--- config.mk ---
export PLATFORM = sky130hd
export DESIGN_NAME = ctdv_front
export DESIGN_NICKNAME = d
export VERILOG_FILES = /design/src/rtl/ctdv_pkg.sv /design/src/rtl/ctdv_front.sv
export SDC_FILE = /design/constraint.sdc
export NUM_CORES = 1
export LEC_CHECK = 0
export BUFFER_PORTS_ARGS = -buffer_cell sky130_fd_sc_hd__buf_2
export CORE_MARGIN = 10
export CORE_UTILIZATION = 29
export DETAILED_ROUTE_END_ITERATION = 16
export PLACE_DENSITY_LB_ADDON = 0.25
export SYNTH_ARGS = -nofsm -noshare
export SYNTH_HDL_FRONTEND = slang
export SYNTH_SLANG_ARGS = --single-unit
--- constraint.sdc ---
create_clock -name clk_i -period 4.7 [get_ports clk_i]
set_clock_uncertainty 0.2 [all_clocks]
set_input_delay 0.94 -clock clk_i [delete_from_list [all_inputs] [get_ports clk_i]]
set_output_delay 0.94 -clock clk_i [all_outputs]
set_load 0.02 [all_outputs]
--- src/rtl/ctdv_pkg.sv ---
// shared types, constants and float helper functions for the clip test and viewport block
`timescale 1ns / 1ps

package ctdv_pkg;

  localparam logic [31:0] CanonNan   = 32'h7FC0_0000;
  localparam logic [31:0] OneFloat   = 32'h3F80_0000;
  localparam int unsigned CfgAddrW   = 3;
  localparam int unsigned QueueDepth = 2;
  localparam int unsigned DivSteps   = 26;  // quotient bits of the reciprocal
  localparam int unsigned LaneLat    = 10;  // mul, mul, add

  // configuration register indexes
  localparam logic [CfgAddrW-1:0] RegScaleX  = 3'd0;
  localparam logic [CfgAddrW-1:0] RegScaleY  = 3'd1;
  localparam logic [CfgAddrW-1:0] RegScaleZ  = 3'd2;
  localparam logic [CfgAddrW-1:0] RegOffsetX = 3'd3;
  localparam logic [CfgAddrW-1:0] RegOffsetY = 3'd4;
  localparam logic [CfgAddrW-1:0] RegOffsetZ = 3'd5;
  localparam logic [CfgAddrW-1:0] RegUserMsk = 3'd6;

  typedef struct packed {
    logic [31:0] scale_x;
    logic [31:0] scale_y;
    logic [31:0] scale_z;
    logic [31:0] offset_x;
    logic [31:0] offset_y;
    logic [31:0] offset_z;
    logic [7:0]  user_plane_mask;
  } cfg_t;

  typedef struct packed {
    logic [31:0] x;
    logic [31:0] y;
    logic [31:0] z;
    logic [31:0] w;
    logic [13:0] clip;
  } item_t;

  typedef struct packed {
    logic [13:0] clip_bits;
    logic [31:0] win_x;
    logic [31:0] win_y;
    logic [31:0] win_z;
    logic [31:0] recip_w;
    logic [31:0] out_clip_x;
    logic [31:0] out_clip_y;
    logic [31:0] out_clip_z;
    logic [31:0] out_clip_w;
  } res_t;

  // unpacked operand: value = man * 2^(exp-23)
  typedef struct packed {
    logic               sign;
    logic               nan;
    logic               inf;
    logic               zero;
    logic signed [10:0] exp;
    logic [23:0]        man;
  } upk_t;

  // unrounded value: man[25] weight 2^exp, man[1] guard, man[0] sticky
  typedef struct packed {
    logic               sign;
    logic               nan;
    logic               inf;
    logic               zero;
    logic signed [10:0] exp;
    logic [25:0]        man;
  } ufp_t;

  typedef struct packed {
    logic               sign;
    logic               nan;
    logic               inf;
    logic               zero;
    logic signed [10:0] exp;
    logic [47:0]        prod;
  } mul_st_t;

  typedef struct packed {
    logic               sign;
    logic               effsub;
    logic               nan;
    logic               inf;
    logic               infs;
    logic signed [10:0] exp;
    logic [26:0]        ma;
    logic [26:0]        mb;
  } add_st_t;

  typedef struct packed {
    logic               sign;
    logic               effsub;
    logic               nan;
    logic               inf;
    logic               infs;
    logic signed [10:0] exp;
    logic [27:0]        sum;
  } add_sum_t;

  // reciprocal divider stage
  typedef struct packed {
    logic               sign;
    logic               nan;
    logic               inf;
    logic               zero;
    logic               exact;
    logic signed [10:0] ew;
    logic [23:0]        d;
    logic [24:0]        r;
    logic [25:0]        q;
  } rdiv_t;

  function automatic upk_t unpack(logic [31:0] a);
    upk_t u;
    u.sign = a[31];
    u.nan  = (a[30:23] == 8'hFF) && (a[22:0] != 23'd0);
    u.inf  = (a[30:23] == 8'hFF) && (a[22:0] == 23'd0);
    u.zero = (a[30:0] == 31'd0);
    u.man  = {a[30:23] != 8'd0, a[22:0]};
    u.exp  = (a[30:23] == 8'd0) ? -11'sd126 : ($signed({3'b000, a[30:23]}) - 11'sd127);
    return u;
  endfunction

  // leading zero count, highest set bit wins
  function automatic logic [5:0] lzc48(logic [47:0] a);
    logic [5:0] cnt;
    cnt = 6'd0;
    for (int i = 0; i < 48; i++) begin
      if (a[i]) cnt = 6'(47 - i);
    end
    return cnt;
  endfunction

  // ordered less-than on single floats
  function automatic logic flt(logic [31:0] a, logic [31:0] b);
    logic nan_a;
    logic nan_b;
    logic res;
    nan_a = (a[30:23] == 8'hFF) && (a[22:0] != 23'd0);
    nan_b = (b[30:23] == 8'hFF) && (b[22:0] != 23'd0);
    if (nan_a || nan_b) begin
      res = 1'b0;
    end else if (a[31] != b[31]) begin
      res = a[31] && ((a[30:0] != 31'd0) || (b[30:0] != 31'd0));
    end else if (!a[31]) begin
      res = a[30:0] < b[30:0];
    end else begin
      res = a[30:0] > b[30:0];
    end
    return res;
  endfunction

  // denormal shift, round to nearest even, overflow to infinity
  function automatic logic [31:0] round_pack(ufp_t u);
    logic [25:0]        m;
    logic [25:0]        mask;
    logic signed [10:0] sh;
    logic [8:0]         bexp;
    logic               inc;
    logic [32:0]        tot;
    logic [31:0]        res;
    m    = u.man;
    mask = 26'd0;
    sh   = 11'sd0;
    bexp = 9'd0;
    inc  = 1'b0;
    tot  = 33'd0;
    if (u.nan) begin
      res = CanonNan;
    end else if (u.inf || (!u.zero && (u.man != 26'd0) && (u.exp > 11'sd127))) begin
      res = {u.sign, 8'hFF, 23'd0};
    end else if (u.zero || (u.man == 26'd0)) begin
      res = {u.sign, 31'd0};
    end else begin
      if (u.exp >= -11'sd126) begin
        bexp = 9'(u.exp + 11'sd127);
      end else begin
        sh = -11'sd126 - u.exp;
        if (sh > 11'sd25) begin
          m = {25'd0, 1'b1};
        end else begin
          mask = ~(26'h3FF_FFFF << sh[4:0]);
          m    = (u.man >> sh[4:0]) | {25'd0, |(u.man & mask)};
        end
      end
      inc = m[1] & (m[0] | m[2]);
      tot = {1'b0, bexp, 23'd0} + {10'd0, m[24:2]} + {32'd0, inc};
      if (tot[31:23] >= 9'd255) res = {u.sign, 8'hFF, 23'd0};
      else                      res = {u.sign, tot[30:0]};
    end
    return res;
  endfunction

  function automatic mul_st_t fmul_pre(logic [31:0] a, logic [31:0] b);
    upk_t    ua;
    upk_t    ub;
    mul_st_t s;
    ua     = unpack(a);
    ub     = unpack(b);
    s.sign = ua.sign ^ ub.sign;
    s.nan  = ua.nan | ub.nan | (ua.inf & ub.zero) | (ua.zero & ub.inf);
    s.inf  = ua.inf | ub.inf;
    s.zero = ua.zero | ub.zero;
    s.exp  = ua.exp + ub.exp;
    s.prod = 48'(ua.man) * 48'(ub.man);
    return s;
  endfunction

  function automatic ufp_t fmul_norm(mul_st_t s);
    logic [5:0]  l;
    logic [47:0] pn;
    ufp_t        u;
    l      = lzc48(s.prod);
    pn     = s.prod << l;
    u.sign = s.sign;
    u.nan  = s.nan;
    u.inf  = s.inf;
    u.zero = s.zero;
    u.exp  = s.exp + 11'sd1 - $signed({5'b00000, l});
    u.man  = {pn[47:23], |pn[22:0]};
    return u;
  endfunction

  function automatic add_st_t fadd_align(logic [31:0] a, logic [31:0] b);
    upk_t               big;
    upk_t               sml;
    logic signed [10:0] d;
    logic [26:0]        mb;
    logic [26:0]        mask;
    add_st_t            s;
    if (b[30:0] > a[30:0]) begin
      big = unpack(b);
      sml = unpack(a);
    end else begin
      big = unpack(a);
      sml = unpack(b);
    end
    d      = big.exp - sml.exp;
    mb     = {sml.man, 3'b000};
    mask   = 27'd0;
    s.sign = big.sign;
    s.effsub = big.sign ^ sml.sign;
    s.nan  = big.nan | sml.nan | (big.inf & sml.inf & (big.sign != sml.sign));
    s.inf  = big.inf | sml.inf;
    s.infs = big.inf ? big.sign : sml.sign;
    s.exp  = big.exp;
    s.ma   = {big.man, 3'b000};
    if (d > 11'sd26) begin
      s.mb = {26'd0, |sml.man};
    end else begin
      mask = ~(27'h7FF_FFFF << d[4:0]);
      s.mb = (mb >> d[4:0]) | {26'd0, |(mb & mask)};
    end
    return s;
  endfunction

  function automatic add_sum_t fadd_sum(add_st_t s);
    add_sum_t t;
    t.sign   = s.sign;
    t.effsub = s.effsub;
    t.nan    = s.nan;
    t.inf    = s.inf;
    t.infs   = s.infs;
    t.exp    = s.exp;
    t.sum    = s.effsub ? ({1'b0, s.ma} - {1'b0, s.mb}) : ({1'b0, s.ma} + {1'b0, s.mb});
    return t;
  endfunction

  function automatic ufp_t fadd_norm(add_sum_t t);
    logic [5:0]  l;
    logic [27:0] sn;
    ufp_t        u;
    l      = lzc48({t.sum, 20'd0});
    sn     = t.sum << l;
    u.nan  = t.nan;
    u.inf  = t.inf;
    u.zero = (t.sum == 28'd0);
    if (t.inf)                  u.sign = t.infs;
    else if (t.sum == 28'd0)    u.sign = t.effsub ? 1'b0 : t.sign;
    else                        u.sign = t.sign;
    u.exp  = t.exp + 11'sd1 - $signed({5'b00000, l});
    u.man  = {sn[27:3], |sn[2:0]};
    return u;
  endfunction

endpackage

--- src/rtl/ctdv_front.sv ---
// front stage: takes position beats and forms the clip code
`timescale 1ns / 1ps

module ctdv_front (
  input  logic                 clk_i,
  input  logic                 rst_ni,
  input  logic                 s_valid_i,
  output logic                 s_ready_o,
  input  logic [127:0]         s_data_i,
  input  logic [7:0]           user_mask_i,
  output logic                 push_o,
  input  logic                 push_ready_i,
  output ctdv_pkg::item_t      item_o
);

  logic            vld_q, vld_d;
  ctdv_pkg::item_t item_q, item_d;
  logic [31:0]     x, y, z, w, nw;
  logic [5:0]      frustum;
  logic            take;

  assign x  = s_data_i[31:0];
  assign y  = s_data_i[63:32];
  assign z  = s_data_i[95:64];
  assign w  = s_data_i[127:96];
  assign nw = {~w[31], w[30:0]};

  // w - c < 0 is w < c, w + c < 0 is c < -w; exact sums never round across zero
  always_comb begin
    frustum[0] = ctdv_pkg::flt(w, x);
    frustum[1] = ctdv_pkg::flt(x, nw);
    frustum[2] = ctdv_pkg::flt(w, y);
    frustum[3] = ctdv_pkg::flt(y, nw);
    frustum[4] = ctdv_pkg::flt(w, z);
    frustum[5] = ctdv_pkg::flt(z, nw);
  end

  assign s_ready_o = ~vld_q | push_ready_i;
  assign take      = s_valid_i & s_ready_o;

  always_comb begin
    vld_d  = vld_q;
    item_d = item_q;
    if (take) begin
      vld_d       = 1'b1;
      item_d.x    = x;
      item_d.y    = y;
      item_d.z    = z;
      item_d.w    = w;
      item_d.clip = {user_mask_i, frustum};
    end else if (push_ready_i) begin
      vld_d = 1'b0;
    end
  end

  always_ff @(posedge clk_i or negedge rst_ni) begin
    if (!rst_ni) begin
      vld_q <= 1'b0;
    end else begin
      vld_q <= vld_d;
    end
  end

  always_ff @(posedge clk_i) begin
    item_q <= item_d;
  end

  assign push_o = vld_q;
  assign item_o = item_q;

endmodule

**Word-level counts from Yosys, hierarchy flattened**

Index checks and enable logic that the tools add are counted.

- Word-level logic and storage cells: 74
- Output and inout bits: 144
- Register bits: 143

- Equal/unequal tests: 10
- Magnitude comparators: 12
- Reductions and logical operators: 25
- Mux-type cells: 14
- Bitwise logic cells: 4

Operator list:

| cell | number |
|---|---|
| $gt 31x31->1 | 6 |
| $lt 31x31->1 | 6 |
| $reduce_bool 31->1 | 4 |
| $reduce_bool 23->1 | 4 |
| $eq 8x8->1 const B | 4 |
| $mux 1 | 14 |
| $logic_and 1x1->1 | 10 |
| $logic_or 1x1->1 | 6 |
| $ne 1x1->1 | 6 |
| $not 1->1 | 2 |
| $reduce_bool 2->1 | 1 |
| $and 1x1->1 | 1 |
| $or 1x1->1 | 1 |

**Longest topological paths before layout**

- Depth after elaboration: 4
- Gate-level depth with buffers: 8
- Mapped depth without buffers: 8

**Least setup slack after synthesis**

Ideal clock, no wire load.

- Kind: in2reg
- Start: in push_ready_i
- End: reg item_q, in the netlist item_o[0] (enable)
- Buffers on the path: 0
- Path slack: -514 ps
- Library setup time: 518 ps
- Arrival time: 4496 ps
- Stages: 2
- Cell sequence: nand2b_1 and2_1

- Longest elaborated chain between the ends: 2

RTL lines:

| what | RTL line | text |
|---|---|---|
| start, declared | ctdv_front.sv:12 | `input logic push_ready_i,` |
| $or 1x1->1 | ctdv_front.sv:38 | `assign s_ready_o = ~vld_q \| push_ready_i;` |
| $and 1x1->1 | ctdv_front.sv:39 | `assign take = s_valid_i & s_ready_o;` |
| via take | ctdv_front.sv:20 | `logic take;` |
| end signal, assigned | ctdv_front.sv:65 | `item_q <= item_d;` |
| end, declared | ctdv_front.sv:17 | `ctdv_pkg::item_t item_q, item_d;` |

The timed path passes the listed nets, and every way through them passes these cells.
A chain may end at the register's enable or synchronous reset.

**Final worst setup path**

- Start: in s_data_i[90]
- End: reg item_q, in the netlist item_o[4] (data pin)

- Longest elaborated chain between the ends: 4
- Elaborated cells between the ends (all ways): 10

RTL lines:

| what | RTL line | text |
|---|---|---|
| start, declared | ctdv_front.sv:9 | `input logic [127:0] s_data_i,` |
| parallel branches: the longest is 4 deep, another holds $lt 31x31->1 | -- |  |

Several ways; the timed one is not identified.

==> impl_metrics.csv <==
group,metric,value,unit
floorplan,start_util,0.297,
sta,clock.fmax,0.298,GHz
sta,fin_crit_sh,0.715,
detailed_routing,vias,5569,
sta,relSlewSlack,0.316,
setup_path,worst_setup_path_end_kind,"flop",
clock_tree,cts_tree,"built",
detailed_routing,via_per_inst,4.74,
detailed_routing,dr.pass1.iters,4,
setup_path,crit_fanout,4,
place,dpl.hpwl,20100,µm
global_route,grt_util_all_layers,0.155,
floorplan,rows,56,
detailed_routing,drc,0,
flow_run,max-cap-violations,0,
setup_path,cp_slowest_stage_delay,0.95,ns
run_status,status,"finished clean",
global_route,grt_max_degree,81,
sta,setup_viol,0,
setup_path,r2r-end,"item_o[120]",
setup_path,crit_chain,"buf_2 -> inv_1 -> ha_1 -> nand4_1 -> nor4bb_1 -> nand3_1 -> nand2_1 -> nor3_1 -> a22o_1",
logic_synthesis,ys.flop_type,"edfxtp_1",
floorplan,core,23700,µm²
clock_tree,cts_resized,0,
setup_path,cp.arrival,3.34,ns
global_route,antenna_found_initial,4,
sta,fin_crit,3.36,ns
sta,rsz0062_at_grt,"false",
global_route,gr-total-overflow,0,
clock_tree,path_clk_slew,0.07,ns
detailed_routing,wl,24400,µm
setup_path,critPathLaunchType,"input pin",
finish,antenna_cells,0,
place,port_buffers,283,
detailed_routing,initialDrtViolationCount,358,
logic_synthesis,async_flop_share,0.00699,
floorplan,die_y,176,µm
finish,syn2layout_area_growth,34.1,%
logic_synthesis,syn_nets,772,
clock_tree,cts_buffer_depth,2,
setup_path,r2r_start,"push_o",
place,place_congestion,0.778,
sta,hold_violations,0,
floorplan,dieWidth,176,µm
floorplan,die-area,30900,µm²
clock_tree,clock_latency,0.43,ns
setup_path,critPathKind,"input pin to flop",
sta,slew_viol_final,0,
global_route,grt_pass1_vias,5927,
detailed_routing,routedWlPerCell,20.8,µm
clock_tree,cts_hold_buf,0,
logic_synthesis,synth-seq-cells,143,
logic_synthesis,syn_inst,539,
logic_synthesis,synth_edf_count,142,
finish,fin_util,0.399,
clock_tree,cts_setup_buffers,0,
sta,setup_tns,0,ns
finish,mostFrequentLayoutCell,"buf_2",
finish,layout_common_cells,"buf_2 (283), edfxtp_1 (142), ha_1 (93), inv_1 (69), a21oi_1 (34)",
power_and_ir_drop,cellPowerDensity,354,nW/µm²
logic_synthesis,yosys_warnings,0,
setup_path,rrSetupSlack,2.61,ns
floorplan,ios,284,
setup_path,r2r_cells,3,
clock_tree,ctsHtreeMaxLevel,4,
hold_path,hold_class,"input pin to asynchronous set/reset pin",
global_route,grt_pass1_wl,35900,µm
clock_tree,cts.sinks,143,
logic_synthesis,avgSynthCellArea,13.1,µm²
finish,fill_cells,2342,
setup_path,required,4.68,ns
logic_synthesis,synth_cell_type_count,35,
logic_synthesis,mappedNetlistArea,7040,µm²
detailed_routing,drtAntennaViolNets,0,
logic_synthesis,ys_seq_area_frac,0.610,
clock_tree,cts_buffers,17,
finish,nNetsFinal,1075,
power_and_ir_drop,leakage,4.18,nW
sta,worstMarginPinSlew,1.01,ns
power_and_ir_drop,vdd_drop_max,0.224,mV
clock_tree,clockRootBuffer,"clkbuf_16",
setup_path,worst_path_max_delay_cell,"nor4bb_1",
finish,drive_gt1_frac,0.373,
how the worst max path moves through the flow:
stage | start | end | slack, ns | cells past startpoint
2_1_floorplan | push_ready_i | item_o[0] | 1.06 | 2
3_3_place_gp | s_data_i[93] | item_o[4] | 0.76 | 9
3_5_place_dp | s_data_i[93] | item_o[4] | 0.86 | 9
4_1_cts | s_data_i[93] | item_o[4] | 1.30 | 9
5_1_grt | s_data_i[90] | item_o[4] | 1.25 | 9
6_report | s_data_i[90] | item_o[4] | 1.34 | 9
sequential cells by signal, indices dropped and copies added (netlist names):
register,count
push_o,1
item_o,142
layer usage:
metal,GRT usage,vias to the layer above,share of wire
li1,-,2710,-
met5,0,-,0.0016
met2,0.249,210,0.46
met4,0.0523,8,0.021
met1,0.190,2609,0.44
met3,0.0543,32,0.078
cells in the mapped netlist (all sizes together) (3+ instances only):
cell    count  share of area
o21ai      14          0.010
a22oi       6         0.0064
nor2       16         0.0085
a221oi      4         0.0050
ha         93           0.17
or3         3         0.0027
o31ai       3         0.0032
nor3       11         0.0078
inv        69          0.037
a211oi      7         0.0075
edfxtp    142           0.61
nand2      33          0.018
a21oi      34          0.024
o211ai     10          0.011
nand4      30          0.027
nand3       9         0.0064
nor4       30          0.027
cells by family after synthesis:
family	count (synthesis)	share of synthesized area
AND/OR/NAND/NOR	144	0.109
flip-flops	143	0.610
AO/OA/AOI/OAI	89	0.0791
buffers and inverters	70	0.0373
adder cells (fa/ha/maj)	93	0.165
layout make-up:
class                      instances  area, µm²  share of cell area
sequential                       143       4290               0.454
timing repair buffer             285       1440               0.153
inverter                          69        259              0.0274
clock inverter                    14        131              0.0139
tap                              319        399              0.0423
clock buffer                      18        429              0.0455
multi-input combinational        326       2490               0.264
where the power goes:
part | leakage [nW] | internal, mW | switching, mW
Combinational | 2.55 | 0.175 | 0.337
Clock | 0.266 | 0.737 | 0.589
Sequential | 1.36 | 1.49 | 0.0138
Total | 4.18 | 2.40 | 0.940
critical path, delay by kind of cell:
| family | cells | cell delay (ns) |
|---|---|---|
| simple gates | 5 | 1.72 |
| fa+ha+maj | 1 | 0.30 |
| buf+inv | 2 | 0.16 |
| compound gates | 1 | 0.21 |
through the flow:
| stage | std cells | hold slack [ns] | cell area [µm²] | setup WS, ns | power [mW] |
|---|---|---|---|---|---|
| global route | 1174 | 0.0462 | 9440 | 1.25 | 3.51 |
| finish | 1174 | 0.0662 | 9440 | 1.34 | 3.34 |
| global placement | 1142 | 0.317 | 8880 | 0.755 | 2.04 |
| detailed placement | 1142 | 0.322 | 8880 | 0.861 | 2.05 |
| floorplan | 539 | 0.444 | 7040 | 1.06 | 1.81 |
| CTS | 1174 | 0.0519 | 9440 | 1.30 | 3.39 |
No activity file was read; power rests on OpenSTA's default activity.
