[config.mk]
export PLATFORM = sky130hd
export DESIGN_NAME = ctdv_queue
export DESIGN_NICKNAME = d
export VERILOG_FILES = /design/src/rtl/ctdv_pkg.sv /design/src/rtl/ctdv_queue.sv
export SDC_FILE = /design/constraint.sdc
export NUM_CORES = 1
export LEC_CHECK = 0
export BUFFER_PORTS_ARGS = -buffer_cell sky130_fd_sc_hd__buf_4
export CAP_MARGIN = 20
export CORE_MARGIN = 5
export CORE_UTILIZATION = 50
export DETAILED_ROUTE_END_ITERATION = 8
export PLACE_DENSITY = 0.88
export RECOVER_POWER = 100
export SLEW_MARGIN = 20
export SYNTH_ARGS = -nofsm -noshare
export SYNTH_HDL_FRONTEND = slang
export SYNTH_SLANG_ARGS = --single-unit
[constraint.sdc]
create_clock -name clk_i -period 12.15 [get_ports clk_i]
set_input_delay 0 -clock clk_i [delete_from_list [all_inputs] [get_ports clk_i]]
set_output_delay 0 -clock clk_i [all_outputs]
set_load 0.03 [all_outputs]
[src/rtl/ctdv_pkg.sv]
// shared types, constants and float helper functions for the clip test and viewport block
`timescale 1ns / 1ps

package ctdv_pkg;

  localparam logic [31:0] CanonNan   = 32'h7FC0_0000;
  localparam logic [31:0] OneFloat   = 32'h3F80_0000;
  localparam int unsigned CfgAddrW   = 3;
  localparam int unsigned QueueDepth = 2;
  localparam int unsigned DivSteps   = 26;  // quotient bits of the reciprocal
  localparam int unsigned LaneLat    = 10;  // mul, mul, add

  // configuration register indexes
  localparam logic [CfgAddrW-1:0] RegScaleX  = 3'd0;
  localparam logic [CfgAddrW-1:0] RegScaleY  = 3'd1;
  localparam logic [CfgAddrW-1:0] RegScaleZ  = 3'd2;
  localparam logic [CfgAddrW-1:0] RegOffsetX = 3'd3;
  localparam logic [CfgAddrW-1:0] RegOffsetY = 3'd4;
  localparam logic [CfgAddrW-1:0] RegOffsetZ = 3'd5;
  localparam logic [CfgAddrW-1:0] RegUserMsk = 3'd6;

  typedef struct packed {
    logic [31:0] scale_x;
    logic [31:0] scale_y;
    logic [31:0] scale_z;
    logic [31:0] offset_x;
    logic [31:0] offset_y;
    logic [31:0] offset_z;
    logic [7:0]  user_plane_mask;
  } cfg_t;

  typedef struct packed {
    logic [31:0] x;
    logic [31:0] y;
    logic [31:0] z;
    logic [31:0] w;
    logic [13:0] clip;
  } item_t;

  typedef struct packed {
    logic [13:0] clip_bits;
    logic [31:0] win_x;
    logic [31:0] win_y;
    logic [31:0] win_z;
    logic [31:0] recip_w;
    logic [31:0] out_clip_x;
    logic [31:0] out_clip_y;
    logic [31:0] out_clip_z;
    logic [31:0] out_clip_w;
  } res_t;

  // unpacked operand: value = man * 2^(exp-23)
  typedef struct packed {
    logic               sign;
    logic               nan;
    logic               inf;
    logic               zero;
    logic signed [10:0] exp;
    logic [23:0]        man;
  } upk_t;

  // unrounded value: man[25] weight 2^exp, man[1] guard, man[0] sticky
  typedef struct packed {
    logic               sign;
    logic               nan;
    logic               inf;
    logic               zero;
    logic signed [10:0] exp;
    logic [25:0]        man;
  } ufp_t;

  typedef struct packed {
    logic               sign;
    logic               nan;
    logic               inf;
    logic               zero;
    logic signed [10:0] exp;
    logic [47:0]        prod;
  } mul_st_t;

  typedef struct packed {
    logic               sign;
    logic               effsub;
    logic               nan;
    logic               inf;
    logic               infs;
    logic signed [10:0] exp;
    logic [26:0]        ma;
    logic [26:0]        mb;
  } add_st_t;

  typedef struct packed {
    logic               sign;
    logic               effsub;
    logic               nan;
    logic               inf;
    logic               infs;
    logic signed [10:0] exp;
    logic [27:0]        sum;
  } add_sum_t;

  // reciprocal divider stage
  typedef struct packed {
    logic               sign;
    logic               nan;
    logic               inf;
    logic               zero;
    logic               exact;
    logic signed [10:0] ew;
    logic [23:0]        d;
    logic [24:0]        r;
    logic [25:0]        q;
  } rdiv_t;

  function automatic upk_t unpack(logic [31:0] a);
    upk_t u;
    u.sign = a[31];
    u.nan  = (a[30:23] == 8'hFF) && (a[22:0] != 23'd0);
    u.inf  = (a[30:23] == 8'hFF) && (a[22:0] == 23'd0);
    u.zero = (a[30:0] == 31'd0);
    u.man  = {a[30:23] != 8'd0, a[22:0]};
    u.exp  = (a[30:23] == 8'd0) ? -11'sd126 : ($signed({3'b000, a[30:23]}) - 11'sd127);
    return u;
  endfunction

  // leading zero count, highest set bit wins
  function automatic logic [5:0] lzc48(logic [47:0] a);
    logic [5:0] cnt;
    cnt = 6'd0;
    for (int i = 0; i < 48; i++) begin
      if (a[i]) cnt = 6'(47 - i);
    end
    return cnt;
  endfunction

  // ordered less-than on single floats
  function automatic logic flt(logic [31:0] a, logic [31:0] b);
    logic nan_a;
    logic nan_b;
    logic res;
    nan_a = (a[30:23] == 8'hFF) && (a[22:0] != 23'd0);
    nan_b = (b[30:23] == 8'hFF) && (b[22:0] != 23'd0);
    if (nan_a || nan_b) begin
      res = 1'b0;
    end else if (a[31] != b[31]) begin
      res = a[31] && ((a[30:0] != 31'd0) || (b[30:0] != 31'd0));
    end else if (!a[31]) begin
      res = a[30:0] < b[30:0];
    end else begin
      res = a[30:0] > b[30:0];
    end
    return res;
  endfunction

  // denormal shift, round to nearest even, overflow to infinity
  function automatic logic [31:0] round_pack(ufp_t u);
    logic [25:0]        m;
    logic [25:0]        mask;
    logic signed [10:0] sh;
    logic [8:0]         bexp;
    logic               inc;
    logic [32:0]        tot;
    logic [31:0]        res;
    m    = u.man;
    mask = 26'd0;
    sh   = 11'sd0;
    bexp = 9'd0;
    inc  = 1'b0;
    tot  = 33'd0;
    if (u.nan) begin
      res = CanonNan;
    end else if (u.inf || (!u.zero && (u.man != 26'd0) && (u.exp > 11'sd127))) begin
      res = {u.sign, 8'hFF, 23'd0};
    end else if (u.zero || (u.man == 26'd0)) begin
      res = {u.sign, 31'd0};
    end else begin
      if (u.exp >= -11'sd126) begin
        bexp = 9'(u.exp + 11'sd127);
      end else begin
        sh = -11'sd126 - u.exp;
        if (sh > 11'sd25) begin
          m = {25'd0, 1'b1};
        end else begin
          mask = ~(26'h3FF_FFFF << sh[4:0]);
          m    = (u.man >> sh[4:0]) | {25'd0, |(u.man & mask)};
        end
      end
      inc = m[1] & (m[0] | m[2]);
      tot = {1'b0, bexp, 23'd0} + {10'd0, m[24:2]} + {32'd0, inc};
      if (tot[31:23] >= 9'd255) res = {u.sign, 8'hFF, 23'd0};
      else                      res = {u.sign, tot[30:0]};
    end
    return res;
  endfunction

  function automatic mul_st_t fmul_pre(logic [31:0] a, logic [31:0] b);
    upk_t    ua;
    upk_t    ub;
    mul_st_t s;
    ua     = unpack(a);
    ub     = unpack(b);
    s.sign = ua.sign ^ ub.sign;
    s.nan  = ua.nan | ub.nan | (ua.inf & ub.zero) | (ua.zero & ub.inf);
    s.inf  = ua.inf | ub.inf;
    s.zero = ua.zero | ub.zero;
    s.exp  = ua.exp + ub.exp;
    s.prod = 48'(ua.man) * 48'(ub.man);
    return s;
  endfunction

  function automatic ufp_t fmul_norm(mul_st_t s);
    logic [5:0]  l;
    logic [47:0] pn;
    ufp_t        u;
    l      = lzc48(s.prod);
    pn     = s.prod << l;
    u.sign = s.sign;
    u.nan  = s.nan;
    u.inf  = s.inf;
    u.zero = s.zero;
    u.exp  = s.exp + 11'sd1 - $signed({5'b00000, l});
    u.man  = {pn[47:23], |pn[22:0]};
    return u;
  endfunction

  function automatic add_st_t fadd_align(logic [31:0] a, logic [31:0] b);
    upk_t               big;
    upk_t               sml;
    logic signed [10:0] d;
    logic [26:0]        mb;
    logic [26:0]        mask;
    add_st_t            s;
    if (b[30:0] > a[30:0]) begin
      big = unpack(b);
      sml = unpack(a);
    end else begin
      big = unpack(a);
      sml = unpack(b);
    end
    d      = big.exp - sml.exp;
    mb     = {sml.man, 3'b000};
    mask   = 27'd0;
    s.sign = big.sign;
    s.effsub = big.sign ^ sml.sign;
    s.nan  = big.nan | sml.nan | (big.inf & sml.inf & (big.sign != sml.sign));
    s.inf  = big.inf | sml.inf;
    s.infs = big.inf ? big.sign : sml.sign;
    s.exp  = big.exp;
    s.ma   = {big.man, 3'b000};
    if (d > 11'sd26) begin
      s.mb = {26'd0, |sml.man};
    end else begin
      mask = ~(27'h7FF_FFFF << d[4:0]);
      s.mb = (mb >> d[4:0]) | {26'd0, |(mb & mask)};
    end
    return s;
  endfunction

  function automatic add_sum_t fadd_sum(add_st_t s);
    add_sum_t t;
    t.sign   = s.sign;
    t.effsub = s.effsub;
    t.nan    = s.nan;
    t.inf    = s.inf;
    t.infs   = s.infs;
    t.exp    = s.exp;
    t.sum    = s.effsub ? ({1'b0, s.ma} - {1'b0, s.mb}) : ({1'b0, s.ma} + {1'b0, s.mb});
    return t;
  endfunction

  function automatic ufp_t fadd_norm(add_sum_t t);
    logic [5:0]  l;
    logic [27:0] sn;
    ufp_t        u;
    l      = lzc48({t.sum, 20'd0});
    sn     = t.sum << l;
    u.nan  = t.nan;
    u.inf  = t.inf;
    u.zero = (t.sum == 28'd0);
    if (t.inf)                  u.sign = t.infs;
    else if (t.sum == 28'd0)    u.sign = t.effsub ? 1'b0 : t.sign;
    else                        u.sign = t.sign;
    u.exp  = t.exp + 11'sd1 - $signed({5'b00000, l});
    u.man  = {sn[27:3], |sn[2:0]};
    return u;
  endfunction

endpackage

[src/rtl/ctdv_queue.sv]
// short queue between the front and back parts
`timescale 1ns / 1ps

module ctdv_queue (
  input  logic            clk_i,
  input  logic            rst_ni,
  input  logic            push_i,
  output logic            ready_o,
  input  ctdv_pkg::item_t item_i,
  output logic            valid_o,
  input  logic            pop_i,
  output ctdv_pkg::item_t item_o
);

  localparam int unsigned Depth = ctdv_pkg::QueueDepth;
  localparam int unsigned PtrW  = $clog2(Depth);

  ctdv_pkg::item_t       mem_q [Depth];
  logic [PtrW-1:0]       wr_q, wr_d, rd_q, rd_d;
  logic [PtrW:0]         cnt_q, cnt_d;
  logic                  do_push, do_pop;

  assign ready_o = cnt_q < (PtrW+1)'(Depth);
  assign valid_o = cnt_q != '0;
  assign do_push = push_i & ready_o;
  assign do_pop  = pop_i & valid_o;
  assign item_o  = mem_q[rd_q];

  always_comb begin
    wr_d  = do_push ? ((wr_q == PtrW'(Depth - 1)) ? '0 : wr_q + 1'b1) : wr_q;
    rd_d  = do_pop  ? ((rd_q == PtrW'(Depth - 1)) ? '0 : rd_q + 1'b1) : rd_q;
    cnt_d = cnt_q + (PtrW+1)'(do_push) - (PtrW+1)'(do_pop);
  end

  always_ff @(posedge clk_i or negedge rst_ni) begin
    if (!rst_ni) begin
      wr_q  <= '0;
      rd_q  <= '0;
      cnt_q <= '0;
    end else begin
      wr_q  <= wr_d;
      rd_q  <= rd_d;
      cnt_q <= cnt_d;
    end
  end

  always_ff @(posedge clk_i) begin
    if (do_push) mem_q[wr_q] <= item_i;
  end

  a_cnt_bound: assert property (@(posedge clk_i) disable iff (!rst_ni)
    cnt_q <= (PtrW+1)'(Depth))
    else $error("queue fill beyond depth");

endmodule

Word level (Yosys, flattened, before mapping)
Memory sizes are Yosys's and may differ from the RTL's.
Cells that the tools add are included.

word-level totals
  memories kept = 1
  word-level logic and storage cells = 16
  bits in writable memories = 284
  bits of input ports = 146
  bits in registers = 4
  output and inout port bits = 144

memory list
  name   words  width  read ports  clocked after Yosys merged registers in  write ports  line              text
  mem_q  2      142    1           0                                        1            ctdv_queue.sv:18  ctdv_pkg::item_t mem_q [Depth];

operators by class
  bitwise operators = 2
  add/sub/neg operators = 4
  mux-type cells = 4
  $lt $le $gt $ge = 1
  reductions and logical operators = 1

operators by type and width
  kind                                         number
  1-bit 2-to-1 mux                             4
  1-bit adder (second input constant)          2
  2-bit by 1-bit adder with 2-bit output       1
  1-bit bitwise AND                            2
  2-bit < comparator (second input constant)   1
  2-bit nonzero test                           1
  2-bit by 1-bit subtractor with 2-bit output  1

Depth between registers and ports, before layout
Gate-level depths: netlist (run 1).

  depth in word-level cells = 4
  gate-level depth with buffers = 5
  depth with buffers taken out = 5

Least setup slack after synthesis (run 1)
OpenSTA, ideal clock, no wires.

  path type = register -> register
  start point = register cnt_q[1]
  end point = memory mem_q[0][0] in the netlist's numbering, enable pin
  library setup time = 0.646 ns
  clock period less this slack = 7.335 ns
  setup slack = 4.815 ns
  path buffers = 0
  arrival time = 6.689 ns
  cell stages (with the launch flop) = 4
  data required time = 11.504 ns
  cells stage by stage = dfrtp_1 > inv_1 > nand2_1 > nor2_1

between the ends
  word-level cells in the longest chain between the ends = 4

ends and longest elaborated chain
  element                                 line              text
  start: declaration                      ctdv_queue.sv:20  logic [PtrW:0] cnt_q, cnt_d;
  start signal: assignment                ctdv_queue.sv:43  cnt_q <= cnt_d;
  2-bit < comparator                      ctdv_queue.sv:23  assign ready_o = cnt_q < (PtrW+1)'(Depth);
  via ready_o                             ctdv_queue.sv:8   output logic ready_o,
  1-bit bitwise AND                       ctdv_queue.sv:25  assign do_push = push_i & ready_o;
  1-bit 2-to-1 mux                        ctdv_queue.sv:48  if (do_push) mem_q[wr_q] <= item_i;
  1-bit 2-to-1 mux (not written as such)  ctdv_queue.sv:48
  end: declaration                        ctdv_queue.sv:18

The timed path passes the listed nets, and every way through them passes these cells.

Final worst setup path (run 1)
  start point = register cnt_q[1]
  end point = memory mem_q[1][105] in the netlist's numbering, enable pin

between the ends
  word-level cells in the longest chain between the ends = 4

ends and longest elaborated chain
  element                                 line
  2-bit < comparator                      ctdv_queue.sv:23
  1-bit bitwise AND                       ctdv_queue.sv:25
  1-bit 2-to-1 mux                        ctdv_queue.sv:48
  1-bit 2-to-1 mux (not written as such)  ctdv_queue.sv:48

No other way between the ends.

==> impl_metrics.json, run 1 <==
{
  "routed_wl_um": 25500,
  "timing.critical_path.cells": "inv_1, and3_1, clkbuf_1",
  "netlist.area_leader.share": 0.795,
  "routed_via_density": 4.96,
  "switchingPower_w": 0.00124,
  "cap_violations": 6,
  "slew_headroom": -1.82,
  "worstSetupPathType": "reg -> reg",
  "reg2regPathDepth": 3,
  "synth_cell_types": 17,
  "track_usage": 0.202,
  "comb_power_share": 0.364,
  "crit_path_max_fanout": 76,
  "final_max_slew_viol_count": 338,
  "ys_ff_latch": 288,
  "violations": "capacitance limit, slew limit",
  "met2_usage": 0.369,
  "die_x_um": 156,
  "worstHoldStart": "item_i[127]",
  "core_mm2": 0.0211,
  "drive_gt1_frac": 0.296,
  "reg2reg_setup_slack_ns": 5.52,
  "ios": 290,
  "r2r-start": "cnt_q[1]",
  "synthMostInstantiatedCell": "edfxtp_1",
  "hold_violations": 0,
  "setup_viol": 0,
  "crit_buf_inv": 2,
  "start_util": 0.509,
  "final.setup.tns_ns": 0,
  "yosys-top-cells-count": "edfxtp_1, mux2_2, mux2_4, buf_6, buf_2",
  "dr.first_iter.drc_count": 253,
  "synth_area_leaders": "edfxtp_1, mux2_4, mux2_2",
  "synth.largest_area_cell": "edfxtp_1",
  "dr.pass1.iters": 4,
  "clkPwrFrac": 0.229,
  "antenna_left": 0,
  "swShare": 0.356,
  "io_buffers": 289,
  "dpl_worst_slack_ns": 8.94,
  "clkLatencyLatePin_ns": 0.53,
  "grt_pass1_vias": 6727,
  "syn-cell-area_mm2": 0.0107,
  "cpPeakStageDelay_ns": 3.10,
  "clock_skew_ns": 0.0151,
  "crit_slowest_cell": "clkbuf_1",
  "ys_seq_area_frac": 0.804,
  "grt_first_pass_wirelength_um": 37900,
  "stdcell_count": 1214,
  "num-nets-final": 1063,
  "fin_crit_sh": 0.546,
  "vdd_drop_max_mv": 0.186,
  "antenna_found_initial": 2,
  "r2r-end": "mem_q[1][105]",
  "vias": 6022,
  "cts_made_buffers": 28,
  "yosysWarnings": 0,
  "whs_ns": 0.218,
  "cts_resized": 0,
  "power_frac_seq": 0.407,
  "place_inst": 1015,
  "synth.avg_cell_area_um2": 23.2,
  "syn_to_final_growth_pct": 37.6,
  "clockBufferDepth": 3,
  "die_h_um": 156,
  "hold_class": "in -> reg",
  "cp_top_family": "buffers and inverters",
  "row_count": 53,
  "nFillCells": 1427,
  "startpoint": "cnt_q[1]",
  "p_per_area_mw_per_mm2": 235,
  "setup_slack_ns": 5.52,
  "worstPathArrival_ns": 6.65,
  "busiest_layer": "met2",
  "ys.flop_type": "edfxtp_1",
  "fmax_mhz": 151,
  "clk_pin_slew_ns": 0.06,
  "grt_max_degree": 77,
  "syn_inst": 462,
  "use_met1": 0.240,
  "overflow": 0,
  "status": "finished, violations left",
  "critical_path_depth": 3,
  "cts_tree": "built",
  "cp-end-kind": "flip-flop",
  "fin_crit_ns": 6.63,
  "met3_usage": 0.0445,
  "cts-root-buf": "clkbuf_16",
  "syn-num-nets": 609,
  "die_area_mm2": 0.0245,
  "post_cts_buffers": 0,
  "drc": 0,
  "crit_path_end": "mem_q[1][105]",
  "rsz0062_at_grt": "false",
  "synth_edf_count": 284,
  "place_hpwl_um": 14400,
  "cp.required_ns": 12.17,
  "worst_pin_slew_ns": 4.23,
  "async_reset_ff_frac": 0.0139,
  "cts.sinks": 288,
  "wl_per_cell_um": 21.0,
  "power_leakage_nw": 5.29,
  "gp_congestion": 0.758,
  "intPower_w": 0.00224,
  "htree_levels": 1,
  "critPathLaunchType": "flip-flop"
}
worst min-delay path by stage:
stage | to | slack (ns) | cells past startpoint
floorplan | cnt_q[0] | -0.30 | 0
CTS | mem_q[0][85] | 0.17 | 2
global placement | cnt_q[1] | -0.20 | 1
finish | mem_q[0][127] | 0.22 | 2
global route | mem_q[0][127] | 0.19 | 2
detailed placement | wr_q | -0.20 | 1
sequential cells by signal (all words and copies together), names as in the netlist:
name   count
cnt_q      2
rd_q       1
wr_q       1
mem_q    284
what timing repair did:
action | in CTS | in global routing
hold endpoints to repair | 292 | 0
endpoints found under the setup margin | 0 | 0
hold buffers | 146 | 0
layout by cell type (no fill, tap or decap), types with 2 or more instances in the layout:
cell           count
xnor2_1            3
nor2_1             2
buf_4             90
mux2_2            56
clkbuf_8           2
dlygate4sd3_1    146
clkbuf_16         29
mux2_1            84
o21ai_0            2
nand2_1            2
diode_2            2
clkinv_2           8
dfrtp_1            4
clkbuf_4          87
clkbuf_1         122
clkinv_1           4
mux2_4             2
edfxtp_1         284
cells by family (layout without fill, tap and decap cells):
kind of cell | Yosys count | after routing | synth area share
buffers and inverters | 17 | 492 | 0.0131
multiplexers | 142 | 142 | 0.174
flip-flops | 288 | 288 | 0.804
AO/OA/AOI/OAI | 3 | 3 | 0.00175
AND/OR/NAND/NOR | 8 | 8 | 0.00373
other | 0 | 2 | 0
XOR/XNOR | 3 | 3 | 0.00245
adder cells (fa/ha/maj) | 1 | 1 | 0.00117
worst register-to-register path: cells and delay by family, from the launching register on:
| kind | cells | cell delay [ns] |
|---|---|---|
| buffers and inverters | 2 | 3.30 |
| flip-flops | 1 | 0.41 |
| AND/OR/NAND/NOR | 1 | 2.33 |
layout make-up:
class,count,area (um2),share of cell area
clock inverters,14,71.3,0.00483
repair buffers,440,3230,0.219
inverters,1,3.75,0.000254
diodes,2,5.00,0.000339
well taps,275,344,0.0233
clock buffers,37,776,0.0526
multi-input cells,157,1700,0.115
flip-flops and latches,288,8630,0.585
per-stage QoR:
stage	area [um2]	total power, W	utilization
finish	14800	0.00347	0.700
global placement	13200	0.00280	0.624
global route	14800	0.00363	0.700
detailed placement	13200	0.00282	0.624
floorplan	10700	0.00240	-
CTS	15500	0.00366	0.733
power groups by stage:
stage	clock, W	combinational, W	sequential, W
after CTS	0.000812	0.00145	0.00140
after floorplan	0	0.000979	0.00142
final	0.000794	0.00126	0.00141
after detailed placement	0	0.00140	0.00142
after global routing	0.000866	0.00133	0.00143
after global placement	0	0.00139	0.00141
layer usage:
layer / vias up / part of all wire / wire length (um)
met1: 2966 / 0.37 / 9490
li1: 2750 / - / -
met3: 42 / 0.072 / 1840
met2: 264 / 0.53 / 13500
met4: 0 / 0.025 / 638
met5: - / 0 / 0
No activity file was read; power rests on OpenSTA's default activity.
==> run 2, diff against run 1 <==
Settings changed: ABC_AREA set to 1, CORE_UTILIZATION 50 to 47, PLACE_DENSITY 0.88 to 0.87.
Clock period 12.15 ns to 6.05 ns, I/O delays scaled along.
==> run 2 against run 1 <==
- the run still ends with capacitance limit, slew limit left
- sequential share of layout area rose by 0.72 points
- sequential cell count is the same
- routed wire length up 12%
- register-to-register slack worse by 3.8 ns
- non-clock buffer count up 1
- combinational power up 120%
- setup slack worse by 3.8 ns
- cell area decreased by 1.2%
- clock power grew 120%
- hold slack lost 0.0090 ns
- first-iteration DRC count grew 120%
- critical path type unchanged
- largest power group unchanged
==> impl_metrics.json, run 2 <==
{
  "overflow": 0,
  "clock_skew_ns": 0.0175,
  "grt_pass1_vias": 8147,
  "drc": 0,
  "cap_violations": 5,
  "cts_tree": "built",
  "netlist.area_leader.share": 0.809,
  "ios": 290,
  "routed_via_density": 4.97,
  "grt_max_degree": 80,
  "ys_ff_latch": 288,
  "cp.required_ns": 6.08,
  "critPathLaunchType": "flip-flop",
  "htree_levels": 1,
  "antenna_cells": 0,
  "yosysWarnings": 0,
  "fmax_mhz": 228,
  "synthSimpleGateAreaFrac": 0.156,
  "syn-cell-area_mm2": 0.0105,
  "num-nets-final": 1353,
  "worstSetupPathType": "reg -> reg",
  "dr.pass1.iters": 8,
  "synth_top_family_by_area": "simple AND/OR/NAND/NOR gates",
  "synth_cell_types": 15,
  "slew_headroom": -1.74,
  "rsz0062_at_grt": "false",
  "crit_slowest_cell": "clkbuf_1",
  "start_util": 0.480,
  "setup_viol": 0,
  "cp-end-kind": "flip-flop",
  "p_per_area_mw_per_mm2": 505,
  "syn_to_final_growth_pct": 38.3,
  "core_mm2": 0.0220,
  "row_count": 54,
  "die_area_mm2": 0.0255,
  "status": "finished, violations left",
  "synth.avg_cell_area_um2": 13.8,
  "ys.flop_type": "edfxtp_1",
  "io_buffers": 289,
  "p_total_w": 0.00736,
  "syn_inst": 765,
  "clkLatencyLatePin_ns": 0.54,
  "antenna_left": 0,
  "muxShareOfSynthArea": 0,
  "synth_edf_count": 284,
  "clk_pin_slew_ns": 0.06,
  "post_cts_buffers": 0,
  "die_x_um": 160,
  "clockBufferDepth": 3,
  "place_hpwl_um": 16000,
  "final_cell_mix": "nand2_1, edfxtp_1, clkbuf_1, dlygate4sd3_1, clkbuf_4",
  "worst_pin_slew_ns": 4.11,
  "gp_congestion": 0.808,
  "synth_compound_area_frac": 0.000475,
  "syn-num-nets": 912,
  "vdd_drop_max_mv": 0.363,
  "track_usage": 0.218,
  "crit_path_max_fanout": 72,
  "violations": "capacitance limit, slew limit",
  "worstPathArrival_ns": 4.40,
  "reg.largest.list": "mem_q x284, cnt_q x2",
  "ys_seq_area_frac": 0.818,
  "drive_gt1_frac": 0.126,
  "wl_per_cell_um": 18.9,
  "cts.sinks": 288,
  "hold_class": "in -> reg",
  "layout_commonest_cell": "nand2_1",
  "hold_violations": 0,
  "fin_crit_sh": 0.724,
  "whs_ns": 0.209,
  "async_reset_ff_frac": 0.0139,
  "routed_wl_um": 28400,
  "synth_xor_area_frac": 0.00249,
  "synthMostInstantiatedCell": "nand2_1",
  "grt_first_pass_wirelength_um": 44000,
  "fin_crit_ns": 4.38,
  "power_leakage_nw": 5.76,
  "synth_area_leaders": "edfxtp_1, nand2_1, buf_2",
  "synthAdderAreaFrac": 0.00119,
  "largest_register_ffs": 284,
  "synth.largest_area_cell": "edfxtp_1",
  "largest_register": "mem_q",
  "dr.first_iter.drc_count": 544,
  "yosys-top-cells-count": "nand2_1, edfxtp_1, buf_2, buf_6",
  "vias": 7484,
  "cts_made_buffers": 29,
  "cpPeakStageDelay_ns": 2.87,
  "die_h_um": 160,
  "final_max_slew_viol_count": 368,
  "timing.critical_path.cells": "inv_1, nand2_1, nor2_4, clkbuf_1",
  "reg2reg_setup_slack_ns": 1.67,
  "antenna_found_initial": 1,
  "cts-root-buf": "clkbuf_16"
}
-- run 2: layout make-up --
cell class / count / area (um2)
clock buffers: 34 / 744
flip-flops and latches: 288 / 8630
clock inverters: 18 / 166
repair buffers: 441 / 2970
multi-input cells: 441 / 1700
inverters: 5 / 21.3
well taps: 280 / 350
fillers: 1600 / 7370
-- run 2: repair_timing --
| action | in CTS | in global routing |
|---|---|---|
| hold buffers | 146 | 0 |
| endpoints found under the hold margin | 292 | 0 |
| gates resized for setup | 0 | 0 |
-- run 2: logic make-up after synthesis --
kind of cell	count (synthesis)
adder cells (fa/ha/maj)	1
AND/OR/NAND/NOR	436
buffers and inverters	36
XOR/XNOR	3
flip-flops	288
AO/OA/AOI/OAI	1
-- run 2: routing by layer --
layer  vias up  GRT usage  wire [um]
met5         -          0         13
met4         2     0.0813       1120
met3        78     0.0495       2010
met2       342      0.408      15300
met1      3591      0.242       9960
li1       3471          -          -
-- run 2: power breakdown --
part           switching, W  total (W)  internal [W]
Clock              0.000721    0.00172       0.00100
Sequential         0.000186    0.00292       0.00273
Combinational       0.00216    0.00272      0.000560
-- run 2: path summary, 6_finish.rpt --
check / startpoint / to / cells after the start
setup reg to reg: cnt_q[1] / mem_q[1][50] / 4
setup / recovery: cnt_q[1] / mem_q[1][50] / 4
min in group asynchronous: rst_ni / rd_q / 3
hold / removal: item_i[90] / mem_q[1][90] / 2
hold reg to reg: cnt_q[0] / cnt_q[0] / 1
max in group asynchronous: rst_ni / rd_q / 3
-- run 2: stage by stage --
stage,cell area [um2],instances,setup WS [ns],utilization,TNS (ns)
after floorplan,10500,765,-1.32,-,-374.38
after global placement,12900,1309,3.39,0.588,0
after detailed placement,12900,1309,3.35,0.588,0
after CTS,15300,1507,2.74,0.696,0
after global routing,14600,1507,1.39,0.664,0
final,14600,1507,1.67,0.664,0
-- run 2: critical path, delay by kind of cell, from the launching register on --
kind / cells / cell delay (ns)
flops: 1 / 0.42
buf+inv: 2 / 2.99
simple gates: 2 / 0.37
==> run 3, diff against run 2 <==
Clock period 6.05 ns to 3.7 ns, I/O delays scaled along.
==> run 3 against run 2 <==
- the run still ends with capacitance limit, slew limit left
- highest routed layer unchanged
- cell area is essentially flat
- critical endpoint is now item_o[66]
- largest cell class unchanged
- cell count grew 0.20%
- sequential cell count is the same
- sequential power grew 61%
- combinational power grew 61%
==> impl_metrics.json, run 3 (synthesized netlist as in run 2, its figures left out) <==
{
  "clkLatencyLatePin_ns": 0.53,
  "core_mm2": 0.0220,
  "cp.required_ns": 3.70,
  "crit_path_max_fanout": 78,
  "grt_first_pass_wirelength_um": 41700,
  "io_buffers": 289,
  "status": "finished, violations left",
  "die_h_um": 160,
  "vias": 7396,
  "critPathMostFrequentCell": "nand2_1",
  "power_frac_seq": 0.404,
  "clk_pin_slew_ns": 0.07,
  "cpPeakStageDelay_ns": 0.79,
  "cap_violations": 4,
  "cts.sinks": 288,
  "switchingPower_w": 0.00491,
  "clock_skew_ns": 0.0131,
  "row_count": 54,
  "slew_headroom": -0.425,
  "hold_violations": 0,
  "rsz0062_at_grt": "false",
  "hold_class": "in -> reg",
  "stdcell_count": 1510,
  "worst_pin_slew_ns": 2.14,
  "crit_slowest_cell": "dfrtp_4",
  "antenna_found_initial": 2,
  "fmax_mhz": 325,
  "clockBufferDepth": 3,
  "antenna_left": 0,
  "nFillCells": 1614,
  "post-route-util": 0.664,
  "wl_per_cell_um": 17.6,
  "final_cell_mix": "nand2_1, edfxtp_1, clkbuf_1, dlygate4sd3_1, clkbuf_4",
  "largest_register_ffs": 284,
  "largest_register": "mem_q",
  "routed_via_density": 4.90,
  "dr.first_iter.drc_count": 575,
  "p_per_area_mw_per_mm2": 801,
  "setup_viol": 0,
  "gp_congestion": 0.781,
  "setup_slack_ns": 0.626,
  "htree_levels": 1,
  "start_util": 0.480,
  "swShare": 0.420,
  "fin_crit_sh": 0.831,
  "cp_top_family": "buffers and inverters",
  "worstPathArrival_ns": 3.07,
  "critPathLaunchType": "flip-flop",
  "dr.pass1.iters": 4,
  "place_inst": 1310,
  "drive_gt1_frac": 0.137,
  "cp-end-kind": "primary output",
  "drc": 0,
  "cts-root-buf": "clkbuf_16",
  "crit_buf_inv": 3,
  "grt_pass1_vias": 7847,
  "cts_tree": "built",
  "timing.critical_path.cells": "inv_4, clkbuf_4, nand2_1, nand2_1, clkbuf_1",
  "clkPwrFrac": 0.221,
  "violations": "capacitance limit, slew limit",
  "final.setup.tns_ns": 0,
  "track_usage": 0.203,
  "die_area_mm2": 0.0255,
  "ios": 290,
  "vdd_drop_max_mv": 0.567,
  "reg.largest.list": "mem_q x284, cnt_q x2",
  "cts_made_buffers": 29,
  "layout_commonest_cell": "nand2_1",
  "comb_power_share": 0.375,
  "grt_max_degree": 81,
  "intPower_w": 0.00676,
  "post_cts_buffers": 0,
  "worstSetupPathType": "reg -> out",
  "die_x_um": 160,
  "routed_wl_um": 26600,
  "dpl_worst_slack_ns": 1.51,
  "num-nets-final": 1355,
  "syn_to_final_growth_pct": 38.2,
  "fin_crit_ns": 3.07,
  "place_hpwl_um": 15800,
  "power_leakage_nw": 5.78,
  "overflow": 0,
  "final_max_slew_viol_count": 288
}
-- run 3: cell count changes in the layout (fill, tap and decap cells not counted) --
cell	before	now
dlygate4sd3_1	146	147
inv_6	0	1
clkbuf_4	101	108
clkbuf_1	192	177
clkinv_2	6	9
clkinv_1	6	8
bufinv_16	3	0
clkbuf_2	1	4
clkinv_4	1	0
buf_4	6	10
diode_2	0	1
-- run 3: path summary, 6_finish.rpt --
check	from	end	slack, ns	depth (start not counted)
setup / recovery	rd_q	item_o[66]	0.63	5
hold / removal	item_i[137]	mem_q[1][137]	0.22	2
setup reg to reg	cnt_q[1]	mem_q[1][46]	0.82	4
hold reg to reg	cnt_q[0]	cnt_q[0]	0.59	1
max in group asynchronous	rst_ni	rd_q	3.06	3
min in group asynchronous	rst_ni	rd_q	0.45	3
-- run 3: layout make-up --
class / count / area (um2) / share of cell area
Inverter: 5 / 21.3 / 0.00146
Timing Repair Buffer: 443 / 3030 / 0.208
Clock inverter: 20 / 98.8 / 0.00678
Antenna cell: 1 / 2.50 / 0.000172
Clock buffer: 32 / 737 / 0.0506
Tap cell: 280 / 350 / 0.0240
Multi-Input combinational cell: 441 / 1700 / 0.117
Sequential cell: 288 / 8630 / 0.592
-- run 3: repair_timing --
item,4_1_cts,5_1_grt
hold buffers,147,0
resized for setup,0,0
setup endpoints to repair,0,0
endpoints found under the hold margin,292,0
-- run 3: metrics by stage --
| stage | cell area [um2] | total power [W] | hold WS (ns) |
|---|---|---|---|
| 2_1_floorplan | 10600 | 0.00784 | -0.296 |
| 3_3_place_gp | 13000 | 0.00959 | -0.202 |
| 3_5_place_dp | 13000 | 0.00970 | -0.201 |
| 4_1_cts | 15300 | 0.0124 | 0.169 |
| 5_1_grt | 14600 | 0.0123 | 0.198 |
| 6_report | 14600 | 0.0117 | 0.220 |
-- run 3: power by group through the flow --
stage	Clock, W	Sequential, W	Combinational, W
after floorplan	0	0.00462	0.00322
after global placement	0	0.00469	0.00489
after detailed placement	0	0.00473	0.00497
after CTS	0.00264	0.00466	0.00512
after global routing	0.00280	0.00478	0.00471
final	0.00258	0.00471	0.00438
-- run 3: per-layer routing --
| layer | GRT usage | routed length (um) | vias up |
|---|---|---|---|
| li1 | - | - | 3484 |
| met1 | 0.227 | 9420 | 3536 |
| met2 | 0.374 | 14300 | 281 |
| met3 | 0.0482 | 1620 | 93 |
| met4 | 0.0833 | 1300 | 2 |
| met5 | 0 | 7 | - |
